[src/rtl/tsa_pkg.sv]
// Shared types, codes and helpers for the transaction slot allocator.
// No dependencies; imported by tsa_ctrl, tsa_datapath and the top level.
`default_nettype none

package tsa_pkg;

	// request modes
	localparam logic MODE_ALLOC  = 1'b0;
	localparam logic MODE_LOOKUP = 1'b1;

	// configuration register indexes
	localparam logic CFG_RETRY_LIMIT     = 1'b0;
	localparam logic CFG_REQUEST_TIMEOUT = 1'b1;

	// reset values of the configuration registers
	localparam logic [7:0]  RETRY_LIMIT_RST     = 8'd3;
	localparam logic [15:0] REQUEST_TIMEOUT_RST = 16'd3000;

	// first invoke ID handed out; zero is never used
	localparam logic [7:0] ID_FIRST = 8'd1;

	// one slot table entry
	typedef struct packed {
		logic [15:0] timer;
		logic [7:0]  retries;
		logic [7:0]  id;
	} slot_entry_t;

	// controller to datapath
	typedef struct packed {
		logic load;     // capture a new request
		logic issue;    // read the slot at the scan pointer and advance
		logic capture;  // lookup matched: keep the slot number
		logic bump;     // candidate ID taken: try the next and rescan
		logic emit;     // load the result register, commit an allocation
	} tsa_cmd_t;

	// datapath to controller
	typedef struct packed {
		logic mode;     // mode of the request in progress
		logic full;     // no idle slot
		logic scan_end; // every busy slot read has been issued
		logic rd_vld;   // a slot read is in flight
		logic match;    // slot read back holds the key
		logic out_free; // result register can take a result
	} tsa_status_t;

	// rolling ID increment that skips zero
	function automatic logic [7:0] bump_id(input logic [7:0] id);
		logic [7:0] nxt;
		nxt = id + 8'd1;
		return (nxt == 8'd0) ? ID_FIRST : nxt;
	endfunction

endpackage

`default_nettype wire

[src/rtl/tsa_ram.sv]
// Generic single-write, single-read RAM with registered read data.
// No dependencies.
`default_nettype none

module tsa_ram #(
	parameter int WIDTH = 32,
	parameter int DEPTH = 8,
	localparam int AW = (DEPTH > 1) ? $clog2(DEPTH) : 1
) (
	input  wire logic             clk,
	input  wire logic             we,
	input  wire logic [AW-1:0]    waddr,
	input  wire logic [WIDTH-1:0] wdata,
	input  wire logic             re,
	input  wire logic [AW-1:0]    raddr,
	output logic      [WIDTH-1:0] rdata
);

	logic [WIDTH-1:0] mem_q [DEPTH];

	always_ff @(posedge clk) begin
		if (we) begin
			mem_q[waddr] <= wdata;
		end
		if (re) begin
			rdata <= mem_q[raddr];
		end
	end

endmodule

`default_nettype wire

[src/rtl/tsa_ctrl.sv]
// Sequencer for the transaction slot allocator: request intake, slot scan, result.
// Depends on tsa_pkg; drives tsa_datapath through tsa_cmd_t.
`default_nettype none

module tsa_ctrl
	import tsa_pkg::*;
(
	input  wire logic        clk,
	input  wire logic        arst_n,
	input  wire logic        req_valid,
	output logic             req_stall,
	input  wire tsa_status_t status,
	output tsa_cmd_t         cmd
);

	typedef enum logic [1:0] {
		S_IDLE,
		S_SCAN,
		S_DONE
	} state_t;

	state_t state_q;
	state_t state_d;

	logic alloc_full;

	assign alloc_full = (status.mode == MODE_ALLOC) && status.full;
	assign req_stall  = (state_q != S_IDLE);

	// next state and datapath commands
	always_comb begin
		state_d = state_q;
		cmd     = '0;
		unique case (state_q)
			S_IDLE: begin
				if (req_valid) begin
					cmd.load = 1'b1;
					state_d  = S_SCAN;
				end
			end
			S_SCAN: begin
				if (alloc_full) begin
					state_d = S_DONE;
				end else if (status.match) begin
					if (status.mode == MODE_LOOKUP) begin
						cmd.capture = 1'b1;
						state_d     = S_DONE;
					end else begin
						// candidate is held by a busy slot
						cmd.bump = 1'b1;
					end
				end else if (status.scan_end && !status.rd_vld) begin
					state_d = S_DONE;
				end else if (!status.scan_end) begin
					cmd.issue = 1'b1;
				end
			end
			S_DONE: begin
				if (status.out_free) begin
					cmd.emit = 1'b1;
					state_d  = S_IDLE;
				end
			end
			default: begin
				state_d = S_IDLE;
			end
		endcase
	end

	always_ff @(posedge clk or negedge arst_n) begin
		if (!arst_n) begin
			state_q <= S_IDLE;
		end else begin
			state_q <= state_d;
		end
	end

endmodule

`default_nettype wire

[src/rtl/tsa_datapath.sv]
// Datapath of the transaction slot allocator: slot table, ID counter, scan, result register.
// Depends on tsa_pkg and tsa_ram; controlled by tsa_ctrl.
`default_nettype none

module tsa_datapath
	import tsa_pkg::*;
#(
	parameter int SLOTS = 8,
	localparam int AW = (SLOTS > 1) ? $clog2(SLOTS) : 1,
	localparam int CW = $clog2(SLOTS + 1)
) (
	input  wire logic        clk,
	input  wire logic        arst_n,
	// request payload
	input  wire logic        mode,
	input  wire logic [7:0]  invoke_id,
	// configuration writes
	input  wire logic        cfg_we,
	input  wire logic        cfg_index,
	input  wire logic [15:0] cfg_data,
	// control
	input  wire tsa_cmd_t    cmd,
	output tsa_status_t      status,
	// result channel
	input  wire logic        res_stall,
	output logic             res_valid,
	output logic [7:0]       assigned_id,
	output logic [2:0]       slot_index,
	output logic             hit,
	output logic [3:0]       idle_count,
	output logic             available
);

	localparam logic [CW-1:0] SLOTS_C = CW'(SLOTS);

	// configuration
	logic [7:0]  retry_q;
	logic [15:0] timeout_q;

	// table state
	logic [CW-1:0] fill_q;     // busy slots form the prefix below fill_q
	logic [7:0]    next_id_q;

	// request in progress
	logic          mode_q;
	logic [7:0]    want_q;
	logic [7:0]    cand_q;
	logic [CW-1:0] idx_q;
	logic          rd_vld_s1;
	logic [AW-1:0] idx_s1;
	logic          found_q;
	logic [AW-1:0] slot_q;

	// result register
	logic          res_valid_q;
	logic [7:0]    res_id_q;
	logic [2:0]    res_slot_q;
	logic          res_hit_q;
	logic [3:0]    res_idle_q;
	logic          res_avail_q;

	// slot table
	logic                     ram_we;
	logic [$bits(slot_entry_t)-1:0] ram_wdata;
	logic [$bits(slot_entry_t)-1:0] ram_rdata;
	slot_entry_t              rd_entry;

	logic          full;
	logic          commit;
	logic [7:0]    key;
	logic          res_hit_d;
	logic [AW-1:0] res_slot_d;
	logic [CW-1:0] idle_d;
	logic [CW+3:0] idle_x;
	logic [AW+2:0] slot_x;

	assign full     = (fill_q == SLOTS_C);
	assign commit   = cmd.emit && (mode_q == MODE_ALLOC) && !full;
	assign key      = (mode_q == MODE_LOOKUP) ? want_q : cand_q;
	assign rd_entry = slot_entry_t'(ram_rdata);

	assign ram_we    = commit;
	assign ram_wdata = slot_entry_t'{timer: timeout_q, retries: retry_q, id: cand_q};

	tsa_ram #(
		.WIDTH($bits(slot_entry_t)),
		.DEPTH(SLOTS)
	) u_slot_ram (
		.clk  (clk),
		.we   (ram_we),
		.waddr(fill_q[AW-1:0]),
		.wdata(ram_wdata),
		.re   (cmd.issue),
		.raddr(idx_q[AW-1:0]),
		.rdata(ram_rdata)
	);

	// status back to the controller
	always_comb begin
		status.mode     = mode_q;
		status.full     = full;
		status.scan_end = (idx_q == fill_q);
		status.rd_vld   = rd_vld_s1;
		status.match    = rd_vld_s1 && (rd_entry.id == key);
		status.out_free = !res_valid_q || !res_stall;
	end

	// result fields for the request in progress
	always_comb begin
		if (mode_q == MODE_ALLOC) begin
			res_hit_d  = !full;
			res_slot_d = full ? '0 : fill_q[AW-1:0];
		end else begin
			res_hit_d  = found_q;
			res_slot_d = found_q ? slot_q : '0;
		end
		idle_d = SLOTS_C - fill_q - CW'(commit);
		idle_x = {4'b0000, idle_d};
		slot_x = {3'b000, res_slot_d};
	end

	// configuration registers
	always_ff @(posedge clk or negedge arst_n) begin
		if (!arst_n) begin
			retry_q   <= RETRY_LIMIT_RST;
			timeout_q <= REQUEST_TIMEOUT_RST;
		end else if (cfg_we) begin
			case (cfg_index)
				CFG_RETRY_LIMIT:     retry_q   <= cfg_data[7:0];
				CFG_REQUEST_TIMEOUT: timeout_q <= cfg_data;
				default:             retry_q   <= retry_q;
			endcase
		end
	end

	// table state, scan control, result valid
	always_ff @(posedge clk or negedge arst_n) begin
		if (!arst_n) begin
			fill_q      <= '0;
			next_id_q   <= ID_FIRST;
			idx_q       <= '0;
			rd_vld_s1   <= 1'b0;
			found_q     <= 1'b0;
			res_valid_q <= 1'b0;
		end else begin
			rd_vld_s1 <= cmd.issue;
			if (cmd.load || cmd.bump) begin
				idx_q <= '0;
			end else if (cmd.issue) begin
				idx_q <= idx_q + CW'(1);
			end
			if (cmd.load) begin
				found_q <= 1'b0;
			end else if (cmd.capture) begin
				found_q <= 1'b1;
			end
			if (commit) begin
				fill_q    <= fill_q + CW'(1);
				next_id_q <= bump_id(cand_q);
			end
			if (cmd.emit) begin
				res_valid_q <= 1'b1;
			end else if (!res_stall) begin
				res_valid_q <= 1'b0;
			end
		end
	end

	// payload registers
	always_ff @(posedge clk) begin
		if (cmd.load) begin
			mode_q <= mode;
			want_q <= invoke_id;
			cand_q <= (next_id_q == 8'd0) ? ID_FIRST : next_id_q;
		end else if (cmd.bump) begin
			cand_q <= bump_id(cand_q);
		end
		if (cmd.issue) begin
			idx_s1 <= idx_q[AW-1:0];
		end
		if (cmd.capture) begin
			slot_q <= idx_s1;
		end
		if (cmd.emit) begin
			res_id_q    <= commit ? cand_q : 8'd0;
			res_slot_q  <= slot_x[2:0];
			res_hit_q   <= res_hit_d;
			res_idle_q  <= (32'(idle_d) > 32'd15) ? 4'd15 : idle_x[3:0];
			res_avail_q <= (idle_d != '0);
		end
	end

	assign res_valid   = res_valid_q;
	assign assigned_id = res_id_q;
	assign slot_index  = res_slot_q;
	assign hit         = res_hit_q;
	assign idle_count  = res_idle_q;
	assign available   = res_avail_q;

endmodule

`default_nettype wire

[src/rtl/transaction_slot_allocator.sv]
// Top level of the transaction slot allocator: controller, datapath and config port.
// Depends on tsa_pkg, tsa_ctrl, tsa_datapath and tsa_ram.
//
// Allocates invoke IDs to a table of SLOTS transaction slots and looks up which busy slot
// holds a given ID. Requests are taken one at a time: after acceptance the block scans the
// busy slots, reading one stored slot ID per cycle from the slot table RAM and restarting
// when an allocation's candidate ID is already held; an allocation with no idle slot or a
// lookup on an empty table reads no slot, and a lookup stops at its first hit. A finished
// result waits while the previous one is still stalled in the output register.
// The next request is accepted while the previous result still waits in the output register.
// Configuration is written through a port that is always ready; the user must write it
// only while no request is active, as the block itself does not enforce this.
`default_nettype none

module transaction_slot_allocator
	import tsa_pkg::*;
#(
	parameter int SLOTS = 8
) (
	input  wire logic        clk,
	input  wire logic        arst_n,
	// request channel
	input  wire logic        req_valid,
	output logic             req_stall,
	input  wire logic        mode,
	input  wire logic [7:0]  invoke_id,
	// result channel
	output logic             res_valid,
	input  wire logic        res_stall,
	output logic [7:0]       assigned_id,
	output logic [2:0]       slot_index,
	output logic             hit,
	output logic [3:0]       idle_count,
	output logic             available,
	// configuration channel
	input  wire logic        cfg_valid,
	output logic             cfg_ready,
	input  wire logic        cfg_index,
	input  wire logic [15:0] cfg_data
);

	tsa_cmd_t    cmd;
	tsa_status_t status;

	assign cfg_ready = 1'b1;

	tsa_ctrl u_ctrl (
		.clk      (clk),
		.arst_n   (arst_n),
		.req_valid(req_valid),
		.req_stall(req_stall),
		.status   (status),
		.cmd      (cmd)
	);

	tsa_datapath #(
		.SLOTS(SLOTS)
	) u_datapath (
		.clk        (clk),
		.arst_n     (arst_n),
		.mode       (mode),
		.invoke_id  (invoke_id),
		.cfg_we     (cfg_valid && cfg_ready),
		.cfg_index  (cfg_index),
		.cfg_data   (cfg_data),
		.cmd        (cmd),
		.status     (status),
		.res_stall  (res_stall),
		.res_valid  (res_valid),
		.assigned_id(assigned_id),
		.slot_index (slot_index),
		.hit        (hit),
		.idle_count (idle_count),
		.available  (available)
	);

endmodule

`default_nettype wire

[config.mk]
export PLATFORM = sky130hd
export DESIGN_NAME = transaction_slot_allocator
export DESIGN_NICKNAME = d
export VERILOG_FILES = /design/src/rtl/tsa_pkg.sv /design/src/rtl/tsa_ram.sv /design/src/rtl/tsa_ctrl.sv /design/src/rtl/tsa_datapath.sv /design/src/rtl/transaction_slot_allocator.sv
export SDC_FILE = /design/constraint.sdc
export NUM_CORES = 1
export LEC_CHECK = 0
export ABC_CLOCK_PERIOD_IN_PS = 8000
export CAP_MARGIN = 30
export CORE_MARGIN = 3
export CORE_UTILIZATION = 36
export CTS_CLUSTER_DIAMETER = 50
export DETAILED_ROUTE_END_ITERATION = 8
export DONT_BUFFER_PORTS = 1
export GPL_ROUTABILITY_DRIVEN = 0
export SYNTH_ARGS = -nofsm -noshare
export SYNTH_HDL_FRONTEND = slang
export SYNTH_HIERARCHICAL = 1
export SYNTH_SLANG_ARGS = --single-unit
[constraint.sdc]
create_clock -name clk -period 8 [get_ports clk]
set_input_delay 1.6 -clock clk [delete_from_list [all_inputs] [get_ports clk]]
set_output_delay 1.6 -clock clk [all_outputs]
set_load 0.005 [all_outputs]
-- Word level (Yosys, flattened, before mapping)
Memories as Yosys holds them, arrays and structs flattened. A register that Yosys moved wholly into a read port is not among the register bits.
Index checks and enable logic that the tools add are counted.
- bits in registers: 85
- memory bits (writable): 256
- output and inout bits: 20
- logic and storage cells: 95
- memories kept: 1
- memory list (name ; words ; bits a word ; rd ports ; clocked after memory_dff ; write ports ; RTL line ; source):
    u_datapath.u_slot_ram.mem_q ; 8 ; 32 ; 1 ; 1 ; 1 ; tsa_ram.sv:19 ; logic [WIDTH-1:0] mem_q [DEPTH];
- add/subtract/negate cells: 5
- equal/unequal tests: 10
- muxes and demuxes: 36
- bitwise operators: 2
- reductions and logical operators: 22
- operators by type and width (operator ; count):
    $mux W8 ; 5
    $logic_not A8 Y1 ; 2
    $mux W1 ; 16
    $mux W3 ; 5
    $mux W2 ; 7
    $add A4 B1 Y4 const B ; 2
    $add A8 B1 Y8 const B ; 1
    $eq A8 B8 Y1 ; 1
    $mux W4 ; 2
    $ne A4 B2 Y1 const B ; 2
    $reduce_bool A2 Y1 ; 4
    $pmux W2 S3 ; 1
    $logic_and A1 B1 Y1 ; 5
    $eq A4 B4 Y1 ; 1
    $eq A4 B4 Y1 const B ; 1
    $logic_not A1 Y1 ; 4
    $ne A2 B2 Y1 const B ; 2
    $reduce_and A2 Y1 ; 2
    $reduce_and A4 Y1 ; 1
    $reduce_bool A4 Y1 ; 1
    $sub A4 B1 Y4 ; 1
    $sub A4 B4 Y4 const A ; 1
    $eq A2 B1 Y1 const B ; 1
    $eq A2 B2 Y1 const B ; 1
    4 further kinds ; 6

-- Depth between registers and ports, before layout
Gate-level depths: netlist (run 1).
- depth after elaboration: 8
- gate-level depth with buffers: 11

-- By module
The synthesis (run 1) kept the hierarchy.
- by module, submodules not included (module ; instances ; cells each ; area an instance (um2) ; sequential area each (um2)):
    tsa_ram ; 1 ; 415 ; 10786.6 ; 8648.3
    tsa_datapath ; 1 ; 264 ; 3656.0 ; 2289.7
    tsa_ctrl ; 1 ; 18 ; 158.9 ; 50.0
    transaction_slot_allocator ; 1 ; 2 ; 11.3 ; 0.0

-- Worst setup path after synthesis (run 1)
Ideal clock, no wire load.
- kind: register to register
- start: reg u_datapath.mode_q
- end: reg u_datapath.idx_q[3]
- library setup time: 0.139 ns
- arrival: 5.885 ns
- required time: 7.861 ns
- setup slack: 1.976 ns
- cell stages (with the launch flop): 10
- path through: edfxtp_1 > buf_6 > clkbuf_1 > mux2i_1 > xnor2_1 > nor4_1 > nor4_1 > nand4_1 > xor2_1 > nor2_1
- RTL lines (item ; RTL line ; source):
    start: declaration ; tsa_datapath.sv:45 ; logic mode_q;
    start signal: assignment ; tsa_datapath.sv:172 ; mode_q <= mode;
    end signal: assignment ; tsa_datapath.sv:150 ; idx_q <= idx_q + CW'(1);
    end: declaration ; tsa_datapath.sv:48 ; logic [CW-1:0] idx_q;

==> results of run 1 <==
## critical path, delay by kind of cell
family / cells / cell delay [ns]
AND/OR/NAND/NOR: 5 / 1.60
buffers and inverters: 3 / 0.94
## cell type report
type,count,area [um^2]
Timing Repair Buffer,7,72.6
Fill cell,1343,8910
Inverter,13,48.8
Multi-Input combinational cell,182,1610
Clock inverter,15,154
Sequential cell,133,3890
Tap cell,211,264
Clock buffer,17,425
## registers in the layout, indices dropped and copies added (netlist names), 2 cells and up
signal and flops:
u_datapath/u_slot_ram/mem_q 64, u_datapath/assigned_id 8, u_datapath/cand_q 8, u_datapath/next_id_q 8, u_datapath/u_slot_ram/rdata 8, u_datapath/want_q 8
u_datapath/fill_q 4, u_datapath/idle_count 4, u_datapath/idx_q 4, u_datapath/idx_s1 3, u_datapath/slot_index 3, u_datapath/slot_q 3
u_ctrl/state_q 2
## metal layers
layer / vias to the layer above / wire length, um / share of wire / GRT usage
met2: 59 / 4950 / 0.48 / 0.190
met4: 0 / 34 / 0.0033 / 0.0426
met1: 1445 / 4830 / 0.47 / 0.173
met5: - / 0 / 0 / 0
li1: 1314 / - / - / -
met3: 4 / 478 / 0.046 / 0.0435
## stage by stage
stage          power (mW)   util  cells  hold WS, ns  area [um^2]
4_1_cts              2.34  0.420    578        0.425         6460
3_3_place_gp         1.55  0.381    545        0.408         5850
5_1_grt              2.45  0.420    578        0.429         6460
2_1_floorplan        1.46      -    351        0.400         5710
6_report             2.31  0.420    578        0.427         6460
3_5_place_dp         1.58  0.383    546        0.411         5880
## final timing paths
kind	slack [ns]	end	start	depth (start not counted)
worst max-delay path	3.88	u_datapath/u_slot_ram/mem_q[6][2]$_DFFE_PP_	res_stall	8
worst min-delay path	0.43	u_datapath/slot_q[0]$_DFFE_PP_	u_datapath/idx_s1[0]$_DFFE_PP_	0
worst max register to register	4.51	u_datapath/cand_q[2]$_DFFE_PN_	u_datapath/cand_q[3]$_DFFE_PN_	7
worst min register to register	0.43	u_datapath/slot_q[0]$_DFFE_PP_	u_datapath/idx_s1[0]$_DFFE_PP_	0
max in group asynchronous	6.95	u_datapath/next_id_q[0]$_DFFE_PN1P_	arst_n	0
min in group asynchronous	0.88	u_datapath/next_id_q[1]$_DFFE_PN0P_	arst_n	0
## power groups by stage
stage	clock [mW]	combinational (mW)	sequential (mW)
final	0.751	0.483	1.08
after global routing	0.805	0.543	1.10
after CTS	0.767	0.489	1.08
after detailed placement	0	0.485	1.09
after global placement	0	0.464	1.09
after floorplan	0	0.434	1.02
==> metrics.yaml, run 1 <==
critical_path:
  crit_slowest_cell: "nor2_1"
  required_ns: 8.02
  cp.arrival_ns: 4.15
  cpPeakStageDelay_ns: 0.77
  path_max_fanout: 21
  crit_chain: "nand2_1 > inv_1 > nor2_1 > buf_4 > nand3b_1 > inv_1 > nand2_1 > nor2_1"
  path_class: "in -> reg"
  start_kind: "input pin"
  critPathCaptureType: "register"
clocking:
  cts_sinks: 133
  cts_buffers: 17
  clk_pin_slew_ns: 0.06
  cts_root_buffer: "clkbuf_16"
  postCtsSetupRepairBufs: 0
  clk_path_buf_depth: 2
  cts_tree: "yes"
  cts_max_level: 4
  cts_hold_buf: 0
  clkLatencyLatePin_ns: 0.41
  cts_resized: 0
logic_synthesis:
  synth.net_count: 391
  syn_area_um2: 5710
  postSynthCellCount: 351
  syn_area_per_cell_um2: 16.3
  ys_warn_count: 6
placement:
  hpwl_um: 6510
  io_buffer_count: 0
  pre_cts_ws_ns: 3.47
status:
  status: "complete, no violations"
drt:
  ant_nets: 0
  wl_per_cell_um: 17.8
  vias: 2822
  drt_pre_antenna_iters: 4
  wl_um: 10300
  detail_route.iter0.violations: 207
  vias_per_cell: 4.88
  post-route-drc-count: 0
floorplanning:
  rows: 45
  die-width_um: 132
  start_util: 0.372
  ios: 51
  die_h_um: 132
  core_area_um2: 15400
  die_area_um2: 17400
timing:
  rsz0062_at_grt: "no"
  tightest_slew_ns: 0.950
  layout_setup_ws_ns: 3.88
  max-slew-margin-rel: 0.364
  final_max_slew_viol_count: 0
  fin_tns_setup_ns: 0
  period_share: 0.515
  finalClockSkew_ns: 0.0106
  fmax_ghz: 0.243
  finalHoldViolations: 0
  min_period_ns: 4.12
  setup-violations-final: 0
global_routing:
  grt_start_max_net_pins: 22
  antenna_found_initial: 0
  grt_use_total: 0.127
  grt_first_pass_wirelength_um: 16700
  overflow: 0
  grt_pass1_vias: 3014
final_layout:
  final_cell_mix: "edfxtp_1 (112), nor2_1 (22), dfrtp_1 (20)"
  final_common_cell: "edfxtp_1"
  area_growth_pct: 13.1
  finalNetCount: 394
  layout-drive-gt1-share: 0.185
  diodes: 0
job:
  drv_cap: 0
pwr:
  p_leak_nw: 2.30
  swShare: 0.291
  seq_power_share: 0.466
  power.density_nw_per_um2: 357
  p_sw_mw: 0.673
  share_comb_of_total_power: 0.209
  p_int_mw: 1.64
  ir_worst_vdd_v: 0.000202
  p_clk_frac: 0.325
worst_hold_path:
  hold_class: "reg -> reg"
Note: power is estimated with default switching activity, not from simulation.
==> run 2: changes to the inputs <==
- ABC_AREA: default -> 1
- ABC_CLOCK_PERIOD_IN_PS: 8000 -> 3480
- clock period: 8 -> 3.48 ns (I/O delays scaled with it)
==> metrics.yaml, run 2 <==
critical_path:
  worst-path-buf-inv: 3  # unchanged
  required_ns: 3.77  # was 8.02 ns
  cp.arrival_ns: 3.08  # was 4.15 ns
  critPathCaptureType: "register"  # unchanged
  path_class: "reg -> reg"  # was in -> reg
  reg2reg_slack_ns: 0.69  # was 4.51 ns
  crit_slowest_cell: "edfxtp_1"  # was nor2_1
  reg2reg_to: "u_datapath/idx_q[0]$_DFFE_PN0P_"  # was u_datapath/cand_q[2]$_DFFE_PN_
  path_max_fanout: 13  # was 21
  r2r-start: "u_datapath/cand_q[3]$_DFFE_PN_"  # unchanged
  cpPeakStageDelay_ns: 0.68  # was 0.77 ns
  crit_chain: "inv_1 > o21ai_0 > nand2_1 > o21ai_0 > nor2_1 > nand3_1 > nor2_1 > inv_1 > nand2_1 > nor3_2 > inv_1 > o21ai_0 > a21oi_1"  # was nand2_1 > inv_1 > nor2_1 > buf_4 > nand3b_1 > inv_1 > nand2_1 > nor2_1
  worstRegToRegCells: 13  # was 7
  crit_family: "simple AND/OR/NAND/NOR gates"  # unchanged
  start_kind: "register"  # was input pin
logic_synthesis:
  postSynthCellCount: 625  # was 351
  syn_area_um2: 6170  # was 5710 um^2
  synth.net_count: 665  # was 391
  ys_warn_count: 6  # unchanged
  syn_area_per_cell_um2: 9.88  # was 16.3 um^2
placement:
  dpl.cell_count: 816  # was 546
  io_buffer_count: 0  # unchanged
  hpwl_um: 8640  # was 6510 um
  placed_area_um2: 6270  # was 5880 um^2
timing:
  tightest_slew_ns: 0.827  # was 0.950 ns
  fmax_ghz: 0.359
  final_max_slew_viol_count: 0  # unchanged
  period_share: 0.801
  min_period_ns: 2.79
  finalClockSkew_ns: 0.00630  # was 0.0106 ns
  rsz0062_at_grt: "no"  # unchanged
  max-slew-margin-rel: 0.446  # was 0.364
  fin_tns_setup_ns: 0  # unchanged
  setup-violations-final: 0  # unchanged
  finalHoldViolations: 0  # unchanged
clocking:
  postCtsSetupRepairBufs: 0  # unchanged
  cts_sinks: 133  # unchanged
  cts_max_level: 4  # unchanged
  cts_buffers: 17  # unchanged
  clk_path_buf_depth: 2  # unchanged
  clkLatencyLatePin_ns: 0.42  # was 0.41 ns
  cts_tree: "yes"  # unchanged
  cts_root_buffer: "clkbuf_16"  # unchanged
  clk_pin_slew_ns: 0.06  # about the same
pwr:
  p_clk_frac: 0.306  # was 0.325
  share_comb_of_total_power: 0.271  # was 0.209
  swShare: 0.340  # was 0.291
  p_leak_nw: 2.99  # was 2.30 nW
  ir_worst_vdd_v: 0.000384  # was 0.000202 V
  p_sw_mw: 1.98  # was 0.673 mW
  p_int_mw: 3.84  # was 1.64 mW
  seq_power_share: 0.423  # was 0.466
  finalPower_mw: 5.82  # was 2.31 mW
  power.density_nw_per_um2: 843  # was 357 nW/um^2
floorplanning:
  die-width_um: 137  # was 132 um
  rows: 47  # was 45
  start_util: 0.370  # was 0.372
  die_area_um2: 18800  # was 17400 um^2
  core_area_um2: 16700  # was 15400 um^2
  ios: 51  # unchanged
  die_h_um: 137  # was 132 um
drt:
  drt_pre_antenna_iters: 5  # was 4
  post-route-drc-count: 0  # unchanged
  ant_nets: 0  # unchanged
  wl_um: 13000  # was 10300 um
  detail_route.iter0.violations: 344  # was 207
  vias: 3960  # was 2822
  wl_per_cell_um: 15.2  # was 17.8 um
  vias_per_cell: 4.66  # was 4.88
final_layout:
  finalNetCount: 657  # was 394
  final_area_um2: 6900  # was 6460 um^2
  largest-register: "u_datapath/u_slot_ram/mem_q"  # unchanged
  final_cell_mix: "nand2_1 (174), edfxtp_1 (112), inv_1 (108)"  # was edfxtp_1 (112), nor2_1 (22), dfrtp_1 (20)
  n_fill_cell: 1556  # was 1343
  largest_reg_flops: 64  # unchanged
  instances_no_fill: 850  # was 578
  layout-drive-gt1-share: 0.102  # was 0.185
  diodes: 0  # unchanged
  area_growth_pct: 11.8  # was 13.1%
  final_common_cell: "nand2_1"  # was edfxtp_1
global_routing:
  antenna_found_initial: 0  # unchanged
  grt_start_max_net_pins: 36  # was 22
  grt_use_total: 0.145  # was 0.127
  grt_first_pass_wirelength_um: 20400  # was 16700 um
  overflow: 0  # unchanged
  grt_pass1_vias: 3869  # was 3014
worst_hold_path:
  hold_class: "in -> async"  # was reg -> reg
status:
  status: "complete, no violations"  # unchanged
job:
  drv_cap: 0  # unchanged
==> run 2: layer usage <==
metal	GRT usage	routed length, um
met2	0.229	6280
met5	0	0
met4	0.0610	208
met3	0.0349	631
met1	0.192	5830
==> run 2: layout make-up <==
| type | count | area [um^2] | area share |
|---|---|---|---|
| Timing Repair Buffer | 10 | 97.6 | 0.0141 |
| Tap cell | 220 | 275 | 0.0399 |
| Multi-Input combinational cell | 339 | 1610 | 0.234 |
| Clock buffer | 22 | 464 | 0.0672 |
| Inverter | 116 | 435 | 0.0631 |
| Clock inverter | 10 | 129 | 0.0187 |
| Sequential cell | 133 | 3890 | 0.563 |
==> run 2: how the worst max path moves through the flow <==
stage / startpoint / end / slack, ns / depth (start not counted)
global route: u_datapath/cand_q[3]$_DFFE_PN_ / u_datapath/idx_q[0]$_DFFE_PN0P_ / 0.34 / 13
CTS: u_datapath/fill_q[1]$_DFFE_PN0P_ / u_datapath/available$_DFFE_PP_ / 0.68 / 12
detailed placement: u_datapath/fill_q[2]$_DFFE_PN0P_ / u_datapath/available$_DFFE_PP_ / 0.71 / 12
finish: u_datapath/cand_q[3]$_DFFE_PN_ / u_datapath/idx_q[0]$_DFFE_PN0P_ / 0.69 / 13
global placement: u_datapath/fill_q[1]$_DFFE_PN0P_ / u_datapath/available$_DFFE_PP_ / 0.73 / 12
floorplan: res_stall / u_datapath/available$_DFFE_PP_ / 0.20 / 11
==> run 2: through the flow <==
stage | util | hold WS, ns | worst slack, ns
4_1_cts | 0.412 | 0.0954 | 0.684
2_1_floorplan | - | 0.400 | 0.195
6_report | 0.413 | 0.120 | 0.693
3_5_place_dp | 0.376 | 0.401 | 0.706
5_1_grt | 0.413 | 0.0937 | 0.339
3_3_place_gp | 0.376 | 0.401 | 0.725
==> run 2: repair_timing <==
| item | 4_1_cts | 5_1_grt |
|---|---|---|
| gates resized for setup | 0 | 0 |
| hold buffers | 1 | 0 |
| hold endpoints to repair | 20 | 0 |
==> run 2: power groups by stage <==
stage / Sequential, mW / Combinational (mW) / Clock, mW
finish: 2.46 / 1.58 / 1.78
floorplan: 2.41 / 1.29 / 0
CTS: 2.46 / 1.58 / 1.82
global route: 2.50 / 1.80 / 1.89
detailed placement: 2.49 / 1.56 / 0
global placement: 2.48 / 1.52 / 0
